--- src/hw/rtl/tdf_pkg.sv ---
// ----------------------------------------------------------------------------
// tdf_pkg
// Shared widths for the trial division factoriser.
// ----------------------------------------------------------------------------
package tdf_pkg;

  // payload widths of the two channels
  localparam int unsigned VALUE_W = 31;
  localparam int unsigned PRIME_W = 31;
  localparam int unsigned EXP_W   = 5;

endpackage

--- src/hw/rtl/tdf_value_if.sv ---
// ----------------------------------------------------------------------------
// tdf_value_if
// Input channel: one integer to factor per word.
// ----------------------------------------------------------------------------
interface tdf_value_if;

  logic                        valid;
  logic                        ready;
  logic [tdf_pkg::VALUE_W-1:0] value;

  modport source (output valid, output value, input ready);
  modport sink   (input valid, input value, output ready);

endinterface

--- src/hw/rtl/tdf_factor_if.sv ---
// ----------------------------------------------------------------------------
// tdf_factor_if
// Output channel: one distinct prime and its exponent per word.
// ----------------------------------------------------------------------------
interface tdf_factor_if;

  logic                        valid;
  logic                        ready;
  logic [tdf_pkg::PRIME_W-1:0] prime_factor;
  logic [tdf_pkg::EXP_W-1:0]   exponent;
  logic                        last;

  modport source (output valid, output prime_factor, output exponent, output last,
                  input ready);
  modport sink   (input valid, input prime_factor, input exponent, input last,
                  output ready);

endinterface

--- src/hw/rtl/trial_division_factorizer_top.sv ---
// ----------------------------------------------------------------------------
// trial_division_factorizer_top
// Factorises one integer by trial division; emits each distinct prime with
// its exponent in ascending order, last word marked.
// ----------------------------------------------------------------------------
//
//  channel    dir  handshake      payload
//  value_i    in   valid/ready    value[30:0]
//  factor_o   out  valid/ready    prime_factor[30:0], exponent[4:0], last
//
//  Factors of two are shifted out at one cycle each.
//  Each odd trial divisor costs one VW-bit division by the bit-serial
//  divider (VW = NUM_BITS capped at 31); a 31-bit prime needs about 23000 trials.
//  Inputs 0 and 1 finish in the accept cycle and emit nothing.
//  A stalled output only holds the block when a further factor must be
//  pushed out. Reset is asynchronous, active low, and returns to idle.
//
module trial_division_factorizer_top #(
  parameter int unsigned NUM_BITS = 31
) (
  input  logic         clk_i,
  input  logic         rst_ni,
  tdf_value_if.sink    value_i,
  tdf_factor_if.source factor_o
);

  localparam int unsigned VW = (NUM_BITS < tdf_pkg::VALUE_W) ? NUM_BITS : tdf_pkg::VALUE_W;

  localparam logic [2:0] S_IDLE = 3'd0;
  localparam logic [2:0] S_TWO  = 3'd1;
  localparam logic [2:0] S_TRY  = 3'd2;
  localparam logic [2:0] S_WAIT = 3'd3;
  localparam logic [2:0] S_PUSH = 3'd4;
  localparam logic [2:0] S_FIN  = 3'd5;

  logic [2:0]                  state_q, state_d;
  logic [VW-1:0]               rest_q, rest_d;
  logic [VW-1:0]               div_q, div_d;
  logic [tdf_pkg::EXP_W-1:0]   exp_q, exp_d;

  // one factor held back until we know whether it is the last
  logic                        pend_vld_q, pend_vld_d;
  logic [VW-1:0]               pend_p_q, pend_p_d;
  logic [tdf_pkg::EXP_W-1:0]   pend_e_q, pend_e_d;

  // output register
  logic                        out_vld_q, out_vld_d;
  logic [tdf_pkg::PRIME_W-1:0] out_p_q, out_p_d;
  logic [tdf_pkg::EXP_W-1:0]   out_e_q, out_e_d;
  logic                        out_last_q, out_last_d;

  logic                        div_start;
  logic                        div_done;
  logic [VW-1:0]               div_quot;
  logic [VW-1:0]               div_rem;

  logic                        out_free;
  logic                        push_ok;
  logic [VW-1:0]               new_p;
  logic [tdf_pkg::EXP_W-1:0]   new_e;
  logic [VW-1:0]               in_val;

  tdf_div #(
    .W (VW)
  ) u_div (
    .clk_i      (clk_i),
    .rst_ni     (rst_ni),
    .start_i    (div_start),
    .dividend_i (rest_q),
    .divisor_i  (div_q),
    .done_o     (div_done),
    .quot_o     (div_quot),
    .rem_o      (div_rem)
  );

  assign in_val        = value_i.value[VW-1:0];
  assign value_i.ready = (state_q == S_IDLE);
  assign out_free      = !out_vld_q || factor_o.ready;
  assign push_ok       = !pend_vld_q || out_free;
  assign div_start     = (state_q == S_TRY);

  // new factor: the leftover prime in the final state, else the divisor
  assign new_p = (state_q == S_FIN) ? rest_q : div_q;
  assign new_e = (state_q == S_FIN) ? tdf_pkg::EXP_W'(1) : exp_q;

  // sequencer
  always_comb begin
    state_d    = state_q;
    rest_d     = rest_q;
    div_d      = div_q;
    exp_d      = exp_q;
    pend_vld_d = pend_vld_q;
    pend_p_d   = pend_p_q;
    pend_e_d   = pend_e_q;
    out_vld_d  = out_vld_q && !factor_o.ready;
    out_p_d    = out_p_q;
    out_e_d    = out_e_q;
    out_last_d = out_last_q;

    unique case (state_q)
      S_IDLE: begin
        if (value_i.valid) begin
          rest_d = in_val;
          exp_d  = '0;
          if (in_val > VW'(1)) begin
            state_d = S_TWO;
          end
        end
      end
      // strip factors of two, one a cycle
      S_TWO: begin
        if (!rest_q[0]) begin
          rest_d = {1'b0, rest_q[VW-1:1]};
          exp_d  = exp_q + 1'b1;
        end else begin
          if (exp_q != '0) begin
            pend_vld_d = 1'b1;
            pend_p_d   = VW'(2);
            pend_e_d   = exp_q;
          end
          exp_d   = '0;
          div_d   = VW'(3);
          state_d = S_TRY;
        end
      end
      S_TRY: begin
        state_d = S_WAIT;
      end
      S_WAIT: begin
        if (div_done) begin
          if (exp_q != '0) begin
            // repeated division by a known factor
            if (div_rem == '0) begin
              rest_d  = div_quot;
              exp_d   = exp_q + 1'b1;
              state_d = S_TRY;
            end else begin
              state_d = S_PUSH;
            end
          end else if (div_quot < div_q) begin
            // divisor squared exceeds the rest
            state_d = S_FIN;
          end else if (div_rem == '0) begin
            rest_d  = div_quot;
            exp_d   = tdf_pkg::EXP_W'(1);
            state_d = S_TRY;
          end else begin
            div_d   = div_q + VW'(2);
            state_d = S_TRY;
          end
        end
      end
      // move the held factor out and hold the new one
      S_PUSH: begin
        if (push_ok) begin
          if (pend_vld_q) begin
            out_vld_d  = 1'b1;
            out_p_d    = tdf_pkg::PRIME_W'(pend_p_q);
            out_e_d    = pend_e_q;
            out_last_d = 1'b0;
          end
          pend_vld_d = 1'b1;
          pend_p_d   = new_p;
          pend_e_d   = new_e;
          exp_d      = '0;
          div_d      = div_q + VW'(2);
          state_d    = S_TRY;
        end
      end
      S_FIN: begin
        if (rest_q > VW'(1)) begin
          if (push_ok) begin
            if (pend_vld_q) begin
              out_vld_d  = 1'b1;
              out_p_d    = tdf_pkg::PRIME_W'(pend_p_q);
              out_e_d    = pend_e_q;
              out_last_d = 1'b0;
            end
            pend_vld_d = 1'b1;
            pend_p_d   = new_p;
            pend_e_d   = new_e;
            rest_d     = VW'(1);
          end
        end else if (!pend_vld_q) begin
          state_d = S_IDLE;
        end else if (out_free) begin
          out_vld_d  = 1'b1;
          out_p_d    = tdf_pkg::PRIME_W'(pend_p_q);
          out_e_d    = pend_e_q;
          out_last_d = 1'b1;
          pend_vld_d = 1'b0;
          state_d    = S_IDLE;
        end
      end
      default: begin
        state_d = S_IDLE;
      end
    endcase
  end

  always_ff @(posedge clk_i or negedge rst_ni) begin
    if (!rst_ni) begin
      state_q    <= S_IDLE;
      pend_vld_q <= 1'b0;
      out_vld_q  <= 1'b0;
      exp_q      <= '0;
    end else begin
      state_q    <= state_d;
      pend_vld_q <= pend_vld_d;
      out_vld_q  <= out_vld_d;
      exp_q      <= exp_d;
    end
  end

  // datapath, no reset
  always_ff @(posedge clk_i) begin
    rest_q     <= rest_d;
    div_q      <= div_d;
    pend_p_q   <= pend_p_d;
    pend_e_q   <= pend_e_d;
    out_p_q    <= out_p_d;
    out_e_q    <= out_e_d;
    out_last_q <= out_last_d;
  end

  assign factor_o.valid        = out_vld_q;
  assign factor_o.prime_factor = out_p_q;
  assign factor_o.exponent     = out_e_q;
  assign factor_o.last         = out_last_q;

`ifndef ASSERT_OFF
  // nothing is held back between words
  a_idle_no_pend: assert property (@(posedge clk_i) disable iff (!rst_ni)
    state_q == S_IDLE |-> !pend_vld_q)
    else $error("held factor left over in idle");

  // trial divisors are odd and at least three
  a_div_odd: assert property (@(posedge clk_i) disable iff (!rst_ni)
    (state_q == S_TRY || state_q == S_WAIT) |-> (div_q[0] && div_q >= VW'(3)))
    else $error("bad trial divisor");

  // the divider only reports while the sequencer waits for it
  a_done_in_wait: assert property (@(posedge clk_i) disable iff (!rst_ni)
    div_done |-> state_q == S_WAIT)
    else $error("divider finished outside wait");

  // a word leaving carries a non-zero exponent and a prime of at least two
  a_out_sane: assert property (@(posedge clk_i) disable iff (!rst_ni)
    out_vld_q |-> (out_e_q != '0 && out_p_q >= tdf_pkg::PRIME_W'(2)))
    else $error("malformed factor word");
`endif

endmodule

--- src/hw/rtl/tdf_div.sv ---
// ----------------------------------------------------------------------------
// tdf_div
// Restoring divider, one quotient bit per cycle.
// ----------------------------------------------------------------------------
module tdf_div #(
  parameter int unsigned W = 31
) (
  input  logic         clk_i,
  input  logic         rst_ni,
  input  logic         start_i,
  input  logic [W-1:0] dividend_i,
  input  logic [W-1:0] divisor_i,
  output logic         done_o,
  output logic [W-1:0] quot_o,
  output logic [W-1:0] rem_o
);

  localparam int unsigned CntW = $clog2(W + 1);

  logic            busy_q, busy_d;
  logic            done_q, done_d;
  logic [CntW-1:0] cnt_q, cnt_d;
  logic [W-1:0]    rem_q, rem_d;
  logic [W-1:0]    quo_q, quo_d;
  logic [W-1:0]    dvs_q, dvs_d;

  logic [W:0]      trial;
  logic [W+1:0]    diff;
  logic            fits;

  // one restoring step: bring down the next dividend bit and try a subtract
  assign trial = {rem_q, quo_q[W-1]};
  assign diff  = {1'b0, trial} - {2'b00, dvs_q};
  assign fits  = ~diff[W+1];

  always_comb begin
    busy_d = busy_q;
    done_d = 1'b0;
    cnt_d  = cnt_q;
    rem_d  = rem_q;
    quo_d  = quo_q;
    dvs_d  = dvs_q;
    if (start_i) begin
      busy_d = 1'b1;
      cnt_d  = CntW'(W);
      rem_d  = '0;
      quo_d  = dividend_i;
      dvs_d  = divisor_i;
    end else if (busy_q) begin
      rem_d = fits ? diff[W-1:0] : trial[W-1:0];
      quo_d = {quo_q[W-2:0], fits};
      cnt_d = cnt_q - 1'b1;
      if (cnt_q == CntW'(1)) begin
        busy_d = 1'b0;
        done_d = 1'b1;
      end
    end
  end

  always_ff @(posedge clk_i or negedge rst_ni) begin
    if (!rst_ni) begin
      busy_q <= 1'b0;
      done_q <= 1'b0;
      cnt_q  <= '0;
    end else begin
      busy_q <= busy_d;
      done_q <= done_d;
      cnt_q  <= cnt_d;
    end
  end

  // datapath, no reset
  always_ff @(posedge clk_i) begin
    rem_q <= rem_d;
    quo_q <= quo_d;
    dvs_q <= dvs_d;
  end

  assign done_o = done_q;
  assign quot_o = quo_q;
  assign rem_o  = rem_q;

endmodule
--- src/flat_wrapper.sv ---
// flat-port wrapper written by rule: the top's interface ports become plain ports
module trial_division_factorizer_top_flat 
#(
  parameter int unsigned NUM_BITS = 31
)
  (clk_i, rst_ni, value_i_valid, value_i_value, value_i_ready, factor_o_valid, factor_o_prime_factor, factor_o_exponent, factor_o_last, factor_o_ready);
  tdf_value_if value_i_i ();
  tdf_factor_if factor_o_i ();
  input  logic clk_i;
  input  logic rst_ni;
  input wire logic [$bits(value_i_i.valid)-1:0] value_i_valid;
  input wire logic [$bits(value_i_i.value)-1:0] value_i_value;
  output wire logic [$bits(value_i_i.ready)-1:0] value_i_ready;
  output wire logic [$bits(factor_o_i.valid)-1:0] factor_o_valid;
  output wire logic [$bits(factor_o_i.prime_factor)-1:0] factor_o_prime_factor;
  output wire logic [$bits(factor_o_i.exponent)-1:0] factor_o_exponent;
  output wire logic [$bits(factor_o_i.last)-1:0] factor_o_last;
  input wire logic [$bits(factor_o_i.ready)-1:0] factor_o_ready;
  assign value_i_i.valid = value_i_valid;
  assign value_i_i.value = value_i_value;
  assign value_i_ready = value_i_i.ready;
  assign factor_o_valid = factor_o_i.valid;
  assign factor_o_prime_factor = factor_o_i.prime_factor;
  assign factor_o_exponent = factor_o_i.exponent;
  assign factor_o_last = factor_o_i.last;
  assign factor_o_i.ready = factor_o_ready;
  trial_division_factorizer_top #(.NUM_BITS(NUM_BITS)) u_core (.clk_i(clk_i), .rst_ni(rst_ni), .value_i(value_i_i), .factor_o(factor_o_i));
endmodule
--- config.mk ---
export PLATFORM = sky130hd
export DESIGN_NAME = trial_division_factorizer_top_flat
export DESIGN_NICKNAME = d
export VERILOG_FILES = /design/src/hw/rtl/tdf_pkg.sv /design/src/hw/rtl/tdf_value_if.sv /design/src/hw/rtl/tdf_factor_if.sv /design/src/hw/rtl/trial_division_factorizer_top.sv /design/src/hw/rtl/tdf_div.sv /design/src/flat_wrapper.sv
export SDC_FILE = /design/constraint.sdc
export NUM_CORES = 1
export LEC_CHECK = 0
export BUFFER_PORTS_ARGS = -buffer_cell sky130_fd_sc_hd__buf_4
export CAP_MARGIN = 10
export CORE_ASPECT_RATIO = 1.4
export CORE_MARGIN = 3
export CORE_UTILIZATION = 55
export CTS_CLUSTER_SIZE = 24
export DETAILED_ROUTE_END_ITERATION = 6
export PLACE_DENSITY_LB_ADDON = 0.05
export SLEW_MARGIN = 10
export SYNTH_ARGS = -nofsm -noshare
export SYNTH_HDL_FRONTEND = slang
export SYNTH_HIERARCHICAL = 1
export SYNTH_SLANG_ARGS = --single-unit
--- constraint.sdc ---
create_clock -name clk_i -period 6.15 [get_ports clk_i]
set_input_delay 0.615 -clock clk_i [delete_from_list [all_inputs] [get_ports clk_i]]
set_output_delay 0.615 -clock clk_i [all_outputs]
set_load 0.05 [all_outputs]
# Word level (Yosys, flattened, before mapping)

Index checks and enable logic that the tools add are counted.

Multipliers: 0
Shift operators: 0
Bitwise logic cells: 1
Reductions and logical operators: 23
Multiplexer cells: 91
Order comparisons: 3
Equality and inequality tests: 24
Add/sub/neg operators: 4
Divide/modulo/power cells: 0

Operators with widths:

| operator                                             | count |
|---|---|
| 2-to-1 mux 31 bit                                    | 27 |
| one-hot mux 31 bit (3 select lines)                  | 2 |
| one-hot mux 31 bit (4 select lines)                  | 1 |
| 2-to-1 mux 5 bit                                     | 20 |
| > comparator 31 x 1 -> 1 bit (second input constant) | 2 |
| one-hot mux 31 bit (2 select lines)                  | 1 |
| 2-to-1 mux 3 bit                                     | 11 |
| subtractor 32 x 31 -> 33 bit                         | 1 |
| adder 31 x 2 -> 31 bit (second input constant)       | 1 |
| logical NOT 31 bit                                   | 1 |
| less-than comparator 31 bit                          | 1 |
| 2-to-1 mux 1 bit                                     | 22 |
| AND reduction 7 bit                                  | 3 |
| one-hot mux 5 bit (4 select lines)                   | 1 |
| one-hot mux 3 bit (6 select lines)                   | 1 |
| != test 2 bit (second input constant)                | 8 |
| one-hot mux 5 bit (3 select lines)                   | 1 |
| != test 2 x 1 -> 1 bit (second input constant)       | 6 |
| AND reduction 6 bit                                  | 2 |
| one-hot mux 5 bit (2 select lines)                   | 1 |
| != test 3 x 2 -> 1 bit (second input constant)       | 3 |
| nonzero test 4 bit                                   | 2 |
| == test 3 x 2 -> 1 bit (second input constant)       | 2 |
| == test 3 bit (second input constant)                | 2 |
| other kinds (17)                                     | 24 |

Logic and storage cells: 164
Memories: 0
Register bits after elaboration: 245
Bits in latches: 0
Bits in writable memories: 0
Bits in read-only memories: 0

# Depth between registers and ports, before layout

Gate-level depths: netlist (run 1).

Word-level depth: 6
Gate-level depth with buffers: 13
Depth with buffers taken out: 12

# Cells and area by module

The synthesis (run 1) kept the hierarchy.

Modules (own cells, without submodules):

| module                        | times used | sequential area each (µm²) | cells each | area each (µm²) |
|---|---|---|---|---|
| trial_division_factorizer_top | 1          | 4274.1                     | 750        | 8215.4 |
| tdf_div                       | 1          | 2657.5                     | 552        | 5806.8 |

# Least setup slack after synthesis (run 1)

No wires, ideal clock.

Kind: register to register
Start point: register u_core.state_q[2]
End point: register u_core.u_div.quo_q[0] (netlist: u_core/u_div/quot_o[0]), enable pin
Buffers on the path: 4
Path slack: 1.687 ns
Arrival time: 4.089 ns
Stages on the path, launching flop included: 7
Period minus slack after synthesis: 4.463 ns
Setup time: 0.374 ns
Cells stage by stage: dfrtp_1 clkbuf_1 clkbuf_1 nor3_1 clkbuf_1 clkbuf_1 or2_2

Longest elaborated chain between the ends: 2

Ends and longest elaborated chain:

| what                         | RTL line                             | RTL |
|---|---|---|
| start: declaration           | trial_division_factorizer_top.sv:36  | `logic [2:0] state_q, state_d;` |
| start signal: assignment     | trial_division_factorizer_top.sv:208 | `state_q <= state_d;` |
| == test 3 x 2 -> 1 bit       | trial_division_factorizer_top.sv:80  | `assign div_start = (state_q == S_TRY);` |
| via u_core.div_start         | trial_division_factorizer_top.sv:52  | `logic div_start;` |
| nonzero test 2 bit (no line) | n/a                                  |  |
| end signal: assignment       | tdf_div.sv:75                        | `quo_q <= quo_d;` |
| end: declaration             | tdf_div.sv:24                        | `logic [W-1:0] quo_q, quo_d;` |

The timed path passes the listed nets, and every way through them passes these cells.
A chain may end at the register's enable or synchronous reset.

# Worst setup path after layout (run 1)

Start point: register u_core.state_q[0]
End point: register u_core.out_p_q, in the netlist u_core/factor_o.prime_factor[22] (data pin)

Longest elaborated chain between the ends: 2
Elaborated cells between the ends (all ways): 3

Ends and longest elaborated chain:

| what                                  | RTL line                             | RTL |
|---|---|---|
| == test 3 bit                         | trial_division_factorizer_top.sv:100 | `unique case (state_q)` |
| one-hot mux 31 bit (2 select lines) * | trial_division_factorizer_top.sv:100 |  |
| via u_core.out_p_d (one bit)          | trial_division_factorizer_top.sv:48  | `logic [tdf_pkg::PRIME_W-1:0] out_p_q, out_p_d;` |
| end signal: assignment                | trial_division_factorizer_top.sv:221 | `out_p_q <= out_p_d;` |
| end: declaration                      | trial_division_factorizer_top.sv:48  |  |

The timed path passes the listed nets; every way through them passes the cells marked *.

==> flow_summary.ini, run 1 <==
[clock_tree]
cts.sinks = 244
cts-root-buf = clkbuf_16
clockBufferDepth = 3
cts_inserted_buffers = 26
clk_latency_ns = 0.53
post_cts_resized = 0
clk_transition_reported_paths_ns = 0.06
tritoncts = yes
htreeDepth = 1

[job]
cap_violations = 0

[synth]
yosys.area.top_type = edfxtp_1
avgSynthCellArea_um2 = 10.8
synthCells = 1302
synth-seq-cells = 244
yosysSeqAreaShare = 0.494
synth_edf_count = 196
synth-async-reset-ratio = 0.0697
yosysMostFrequentCell = edfxtp_1
syn-num-nets = 1404
syn_area_mm2 = 0.0140
synth_common_cells = edfxtp_1, nor2_1, nand2_1
yosys.cell_types.count = 86
ys.flop_type = edfxtp_1
synth_area_leaders = edfxtp_1, ha_1, mux2_2, dfxtp_1, nor2_1
synth.top_cell.area_share = 0.420
yosysWarningCount = 6

[route]
via_count = 10000
drtPass1Iterations = 5
wl_per_cell_um = 19.0
drtIter0Drc = 689
drc_errors = 0
final_antenna_net_count = 0
vias_per_cell = 5.96
wl_um = 32000

[min_path]
min_from = value_i_value[6]
min_path_cells = 3
hold_class = in2reg
min_to = u_core/rest_q[6]

[timing]
finalSetupViolCount = 0
timing.hold.ws_ns = 0.428
worstMarginPinSlew_ns = 1.14
fin_crit_sh = 0.634
tns_ns = 0
max_freq_mhz = 256
drv_slew = 0
fin_crit_ns = 3.90
slew-limit-headroom = 0.237
hold_violations = 0
skew_ns = 0.0170
rsz0062_at_grt = false
fin_ws_ns = 2.25

[setup_path]
cp.arrival_ns = 4.17
path_class = reg2reg
slowest_stage = nand2b_2
endpoint_kind = flop
crit_required_ns = 6.42
slowest_delay_ns = 0.84
startpoint_type = flop
crit_fanout = 39
r2r-start = u_core/state_q[0]
crit_chain = nor2b_1 > nand2_2 > nor3_1 > nand2b_2 > mux2_2
reg2reg_to = u_core/factor_o.prime_factor[22]
reg2reg_depth = 5
regToRegSetupSlack_ns = 2.25

[pwr]
power_mw = 9.17
p_leak_nw = 6.18
peakVddDrop_mv = 0.385
power_density_mw_per_mm2 = 586

[layout]
multi_input_area_mm2 = 0.00655
num-fill-cells = 2050
syn_to_final_growth_pct = 11.7
seqCellArea_mm2 = 0.00693
drive_above_1_share = 0.176
nets = 1451
n_antenna_cell = 0

[global_routing]
grt_pass1_wl_um = 51800
grt_max_degree = 103
antenna_found_initial = 0
first_global_vias = 10000
track_usage = 0.230
grt-ovfl-total = 0

[floorplan]
die_w_um = 141
core-area_mm2 = 0.0248
io_pins = 74
design.die.area_mm2 = 0.0275
die-height_um = 195
start_util = 0.564
rows = 68

[place]
dp_slack_ns = 2.27
gp_congestion = 0.904
hpwl_um = 23000
port_buffers = 73

[status]
status = finished, final reports clean
-- worst max-delay path, delay by kind of cell (launching register included) --
family / cells / cell delay (ns)
AND/OR/NAND/NOR: 4 / 2.54
flip-flops: 1 / 0.62
multiplexers: 1 / 0.42
-- where the power goes --
group          internal (mW)  switching [mW]  total, mW
clock                  0.882           0.634       1.52
combinational           1.82            2.50       4.31
sequential              2.72           0.623       3.34
total                   5.41            3.76       9.17
-- what timing repair did --
| item | CTS | global route |
|---|---|---|
| hold buffers | 1 | 0 |
| setup buffers | 0 | 0 |
| setup endpoints to repair | 0 | 0 |
| hold endpoints to repair | 17 | 0 |
-- worst max path at each step --
| stage | to | slack (ns) | from |
|---|---|---|---|
| finish | u_core/factor_o.prime_factor[22] | 2.25 | u_core/state_q[0] |
| global route | u_core/factor_o.prime_factor[30] | 1.93 | u_core/state_q[0] |
| CTS | u_core/factor_o.prime_factor[22] | 2.24 | u_core/state_q[0] |
| detailed placement | u_core/factor_o.prime_factor[22] | 2.27 | u_core/state_q[0] |
| global placement | u_core/factor_o.prime_factor[22] | 2.37 | u_core/state_q[0] |
| floorplan | u_core/u_div/quot_o[0] | 1.69 | u_core/state_q[2] |
-- stage by stage --
stage / area (um^2) / util / cells
after floorplan: 14000 / - / 1302
after global placement: 14800 / 0.596 / 1635
after detailed placement: 14800 / 0.596 / 1635
after CTS: 15700 / 0.630 / 1683
after global routing: 15700 / 0.630 / 1683
final: 15700 / 0.630 / 1683
-- sequential cells by signal, indices dropped and copies added, names as in the netlist, 5 cells and up --
name	cells
u_core/factor_o.prime_factor	31
u_core/pend_p_q	31
u_core/rest_q	31
u_core/u_div/dvs_q	31
u_core/u_div/quot_o	31
u_core/u_div/rem_o	31
u_core/div_q	30
u_core/exp_q	5
u_core/factor_o.exponent	5
u_core/pend_e_q	5
u_core/u_div/cnt_q	5
-- placed cells by master (no fill, tap or decap), types with 31 or more instances in the layout --
cell,synthesis,routed
nand2_1,90,87
inv_1,77,77
dfxtp_1,31,31
a211oi_1,40,40
a21oi_1,88,86
o21ai_0,32,32
ha_1,66,66
buf_4,8,84
xnor2_1,45,45
nor2_1,142,142
mux2_2,68,68
edfxtp_1,196,196
-- logic make-up (layout without fill, tap and decap cells) --
group | after synthesis | count (layout) | share of synthesized area
xor gates and xnor gates | 54 | 54 | 0.0337
muxes | 97 | 97 | 0.0753
and+or+nand+nor | 394 | 394 | 0.140
buffers and inverters | 144 | 210 | 0.0418
AOI/OAI and AO/OA | 301 | 301 | 0.154
DFF | 244 | 244 | 0.494
other | 1 | 1 | 0.000267
adders and majority gates | 67 | 67 | 0.0603
-- layout make-up --
type,count,share of cell area
multi-input combinational,914,0.418
clock buffer,29,0.0436
tap,315,0.0252
clock inverter,18,0.00959
timing repair buffer,86,0.0422
sequential,244,0.443
inverter,77,0.0185
-- routing by layer --
layer  part of all wire  wire length (um)  vias to the layer above  GRT usage
li1                   -                 -                     4939          -
met1               0.44             14000                     4808      0.315
met2               0.49             15600                      241      0.385
met3              0.047              1500                       48     0.0263
met4              0.028               900                        0     0.0693
met5                  0                 0                        -          0
Note: power is estimated with default switching activity, not from simulation.
==> run 2, diff against run 1 <==
- clock period: 6.15 -> 3.4 ns (I/O delays scaled with it)
==> flow_summary.ini, run 2 (same netlist as run 1, synthesis figures left out) <==
[setup_path]
path_class = reg2reg
endpoint_kind = flop
crit_required_ns = 3.85
crit_fanout = 27
slowest_stage = or4_4
slowest_delay_ns = 0.51
crit_chain = inv_1 > ha_1 > fa_2 > and2b_1 > o2111ai_2 > a211oi_2 > o21bai_2 > a21oi_4 > o211a_4 > nor2_8 > or4_4 > a311oi_2
cp.arrival_ns = 3.67
startpoint_type = flop
reg2reg_depth = 12

[clock_tree]
cts.sinks = 244
cts_inserted_buffers = 26
clk_transition_reported_paths_ns = 0.07
tritoncts = yes
cts-root-buf = clkbuf_16
clockBufferDepth = 3
htreeDepth = 1
clk_latency_ns = 0.53

[pwr]
switching_share = 0.408
p_leak_nw = 6.33
power_density_mw_per_mm2 = 1070
power_frac_clock = 0.164
peakVddDrop_mv = 0.691
p_int_mw = 10.1
power.switching_mw = 6.95
p_seq_frac = 0.346
pwr-share-comb = 0.490

[layout]
nets = 1479
drive_above_1_share = 0.194
layout_common_cells = edfxtp_1, nor2_1, buf_4
postLayoutCoreUtil = 0.641
final_common_cell = edfxtp_1
syn_to_final_growth_pct = 13.6
n_antenna_cell = 0
final_cells = 1709

[route]
final_antenna_net_count = 0
wl_um = 33000
wl_per_cell_um = 19.3
drtPass1Iterations = 6
drtIter0Drc = 742
via_count = 10300
vias_per_cell = 6.02
drc_errors = 0

[timing]
hold_violations = 0
skew_ns = 0.0139
finalSetupViolCount = 0
fin_crit_ns = 3.22
fin_crit_sh = 0.947
rsz0062_at_grt = true
tns_ns = 0
drv_slew = 0
worstMarginPinSlew_ns = 0.853
max_freq_mhz = 311
slew-limit-headroom = 0.431

[floorplan]
start_util = 0.564
core-area_mm2 = 0.0248
io_pins = 74
rows = 68
die-height_um = 195
die_w_um = 141
design.die.area_mm2 = 0.0275

[place]
hpwl_um = 23800
dp.cells = 1660
port_buffers = 73
gp_congestion = 0.890

[global_routing]
first_global_vias = 10200
track_usage = 0.237
antenna_found_initial = 0
grt_pass1_wl_um = 53400
grt-ovfl-total = 0
grt_max_degree = 74

[min_path]
hold_class = in2reg
min_path_cells = 3

[job]
cap_violations = 0

[status]
status = finished, final reports clean
[run 2: per-stage QoR]
step,hold slack [ns],power (mW),setup WS [ns],area (um^2)
detailed placement,0.234,14.2,0.148,15000
floorplan,0.0444,11.9,-0.0280,14000
finish,0.151,17.1,0.180,15900
CTS,0.129,17.0,0.135,15900
global placement,0.226,14.0,0.210,15000
global route,0.152,18.3,-0.0101,15900
[run 2: final timing paths]
check | startpoint | to | slack [ns]
setup / recovery | u_core/u_div/quot_o[30] | u_core/u_div/rem_o[28] | 0.18
hold / removal | value_i_value[7] | u_core/rest_q[7] | 0.15
setup reg to reg | u_core/u_div/quot_o[30] | u_core/u_div/rem_o[28] | 0.18
hold reg to reg | u_core/u_div/rem_o[17] | u_core/u_div/rem_o[18] | 0.51
max in group asynchronous | rst_ni | u_core/u_div/busy_q | 2.95
min in group asynchronous | rst_ni | u_core/exp_q[1] | 0.22
[run 2: cell type report]
class / count / area (um^2)
Clock buffer: 33 / 718
Sequential cell: 244 / 6930
Clock inverter: 12 / 120
Timing Repair Buffer: 114 / 908
Multi-Input combinational cell: 914 / 6570
Tap cell: 315 / 394
Inverter: 77 / 289
Fill cell: 2048 / 8910
[run 2: what timing repair did]
| action | 4_1_cts | 5_1_grt |
|---|---|---|
| hold buffers | 1 | 0 |
| resized for setup | 0 | 4 |
| setup endpoints to repair | 0 | 31 |
| buffers inserted | 0 | 3 |
| hold endpoints to repair | 17 | 0 |
[run 2: critical path: cells and delay by family, from the launching register on]
kind / cells / cell delay (ns)
AO/OA/AOI/OAI: 6 / 1.33
AND/OR/NAND/NOR: 3 / 0.84
adder cells (fa/ha/maj): 2 / 0.57
flip-flops: 1 / 0.34
buffers and inverters: 1 / 0.05
[run 2: power by group through the flow]
| stage | Combinational [mW] | Sequential, mW | Clock (mW) |
|---|---|---|---|
| 6_report | 8.36 | 5.89 | 2.80 |
| 5_1_grt | 9.26 | 6.05 | 2.97 |
| 4_1_cts | 8.28 | 5.88 | 2.87 |
| 3_5_place_dp | 8.24 | 5.93 | 0 |
| 3_3_place_gp | 8.11 | 5.88 | 0 |
| 2_1_floorplan | 6.17 | 5.75 | 0 |
[run 2: routing by layer]
layer,GRT usage,up-vias,share of wire
met5,0,-,0
met1,0.324,4953,0.45
met3,0.0322,58,0.048
li1,-,5001,-
met2,0.393,268,0.48
met4,0.0729,0,0.030
==> run 3, diff against run 2 <==
- CORE_UTILIZATION: 55 -> 56
==> flow_summary.ini, run 3 (same netlist as run 1, synthesis figures left out) <==
[route]
drtIter0Drc = 612
wl_per_cell_um = 19.2
final_antenna_net_count = 0
wl_um = 32800
drtPass1Iterations = 5
vias_per_cell = 6.04
drc_errors = 0
via_count = 10300

[setup_path]
startpoint = u_core/u_div/quot_o[30]
slowest_stage = or4_4
crit_chain = inv_1 > ha_2 > fa_2 > and2b_1 > o2111ai_2 > a211oi_2 > o21bai_2 > a21oi_4 > o211a_4 > nor2_8 > or4_4 > a311oi_2
startpoint_type = flop
slowest_delay_ns = 0.50
cp.arrival_ns = 3.66
crit_required_ns = 3.84
path_class = reg2reg
cpLargestDelayFamily = compound AO/OA/AOI/OAI gates
cp_num_buf_inv = 1
crit_fanout = 14
r2r-start = u_core/u_div/quot_o[30]
endpoint_kind = flop

[layout]
final_cells = 1705
final_common_cell = edfxtp_1
n_antenna_cell = 0
layout_common_cells = edfxtp_1, nor2_1, buf_4
nets = 1479
syn_to_final_growth_pct = 13.6
postLayoutCoreUtil = 0.655
drive_above_1_share = 0.194

[floorplan]
die-height_um = 193
die_w_um = 140
rows = 67
io_pins = 74
start_util = 0.577
design.die.area_mm2 = 0.0270
core-area_mm2 = 0.0243

[place]
gp_congestion = 0.865
hpwl_um = 23500
dp_slack_ns = 0.135
dp.cells = 1651
port_buffers = 73

[global_routing]
grt-busiest-layer = met2
antenna_found_initial = 0
grt_use_met3 = 0.0309
grt-ovfl-total = 0
met1_usage = 0.327
grtUsageMet2 = 0.390
grt_pass1_wl_um = 53000
grt_max_degree = 80
track_usage = 0.237
first_global_vias = 10100

[clock_tree]
tritoncts = yes
cts-root-buf = clkbuf_16
clk_transition_reported_paths_ns = 0.06
clk_latency_ns = 0.53
htreeDepth = 1
clockBufferDepth = 3
cts_inserted_buffers = 26
cts.sinks = 244

[pwr]
p_leak_nw = 6.33
power_mw = 17.1
power_density_mw_per_mm2 = 1070
peakVddDrop_mv = 0.618

[timing]
skew_ns = 0.0103
finalSetupViolCount = 0
max_freq_mhz = 311
worstMarginPinSlew_ns = 0.856
rsz0062_at_grt = false
drv_slew = 0
fin_crit_sh = 0.947
slew-limit-headroom = 0.429
fin_ws_ns = 0.181
hold_violations = 0
fin_crit_ns = 3.22

[min_path]
min_from = value_i_value[13]
hold_class = in2reg

[job]
cap_violations = 0

[status]
status = finished, final reports clean
[run 3: what timing repair did]
item	in CTS	in global routing
buffers inserted	0	6
hold buffers	1	0
endpoints found under the hold margin	17	0
setup endpoints to repair	0	1
resized for setup	0	4
[run 3: tightest hold or removal path, stage by stage]
cell     delay (ns)
buf_4          0.08
nor2_1         0.04
a21oi_1        0.10
[run 3: path summary, 6_finish.rpt]
path	end	slack, ns	cells past startpoint
setup / recovery	u_core/u_div/rem_o[28]	0.18	12
hold / removal	u_core/rest_q[13]	0.15	3
setup reg to reg	u_core/u_div/rem_o[28]	0.18	12
hold reg to reg	u_core/u_div/rem_o[1]	0.52	2
max in group asynchronous	u_core/u_div/busy_q	2.97	2
min in group asynchronous	u_core/u_div/cnt_q[1]	0.22	2
[run 3: where the power goes]
group / internal, mW / total (mW) / leakage (nW) / switching [mW]
clock: 1.67 / 2.84 / 0.408 / 1.18
sequential: 4.91 / 5.92 / 2.30 / 1.01
combinational: 3.53 / 8.29 / 3.62 / 4.76
[run 3: layout make-up]
class / instances / area (um^2)
Tap cell: 310 / 388
Fill cell: 1944 / 8380
Multi-Input combinational cell: 915 / 6580
Sequential cell: 244 / 6930
Clock inverter: 18 / 174
Timing Repair Buffer: 113 / 888
Inverter: 77 / 289
Clock buffer: 28 / 679
[run 3: routing by layer]
layer,up-vias,share of wire
met5,-,0
met3,67,0.053
met2,310,0.48
met4,0,0.032
met1,4926,0.44
li1,4993,-
[run 3: per-stage QoR]
| stage | setup TNS (ns) | area, um^2 | hold slack (ns) |
|---|---|---|---|
| after CTS | 0 | 15900 | 0.128 |
| after detailed placement | 0 | 15000 | 0.227 |
| after floorplan | -0.840 | 14000 | 0.0444 |
| final | 0 | 15900 | 0.150 |
| after global placement | 0 | 15000 | 0.225 |
| after global routing | 0 | 15900 | 0.147 |
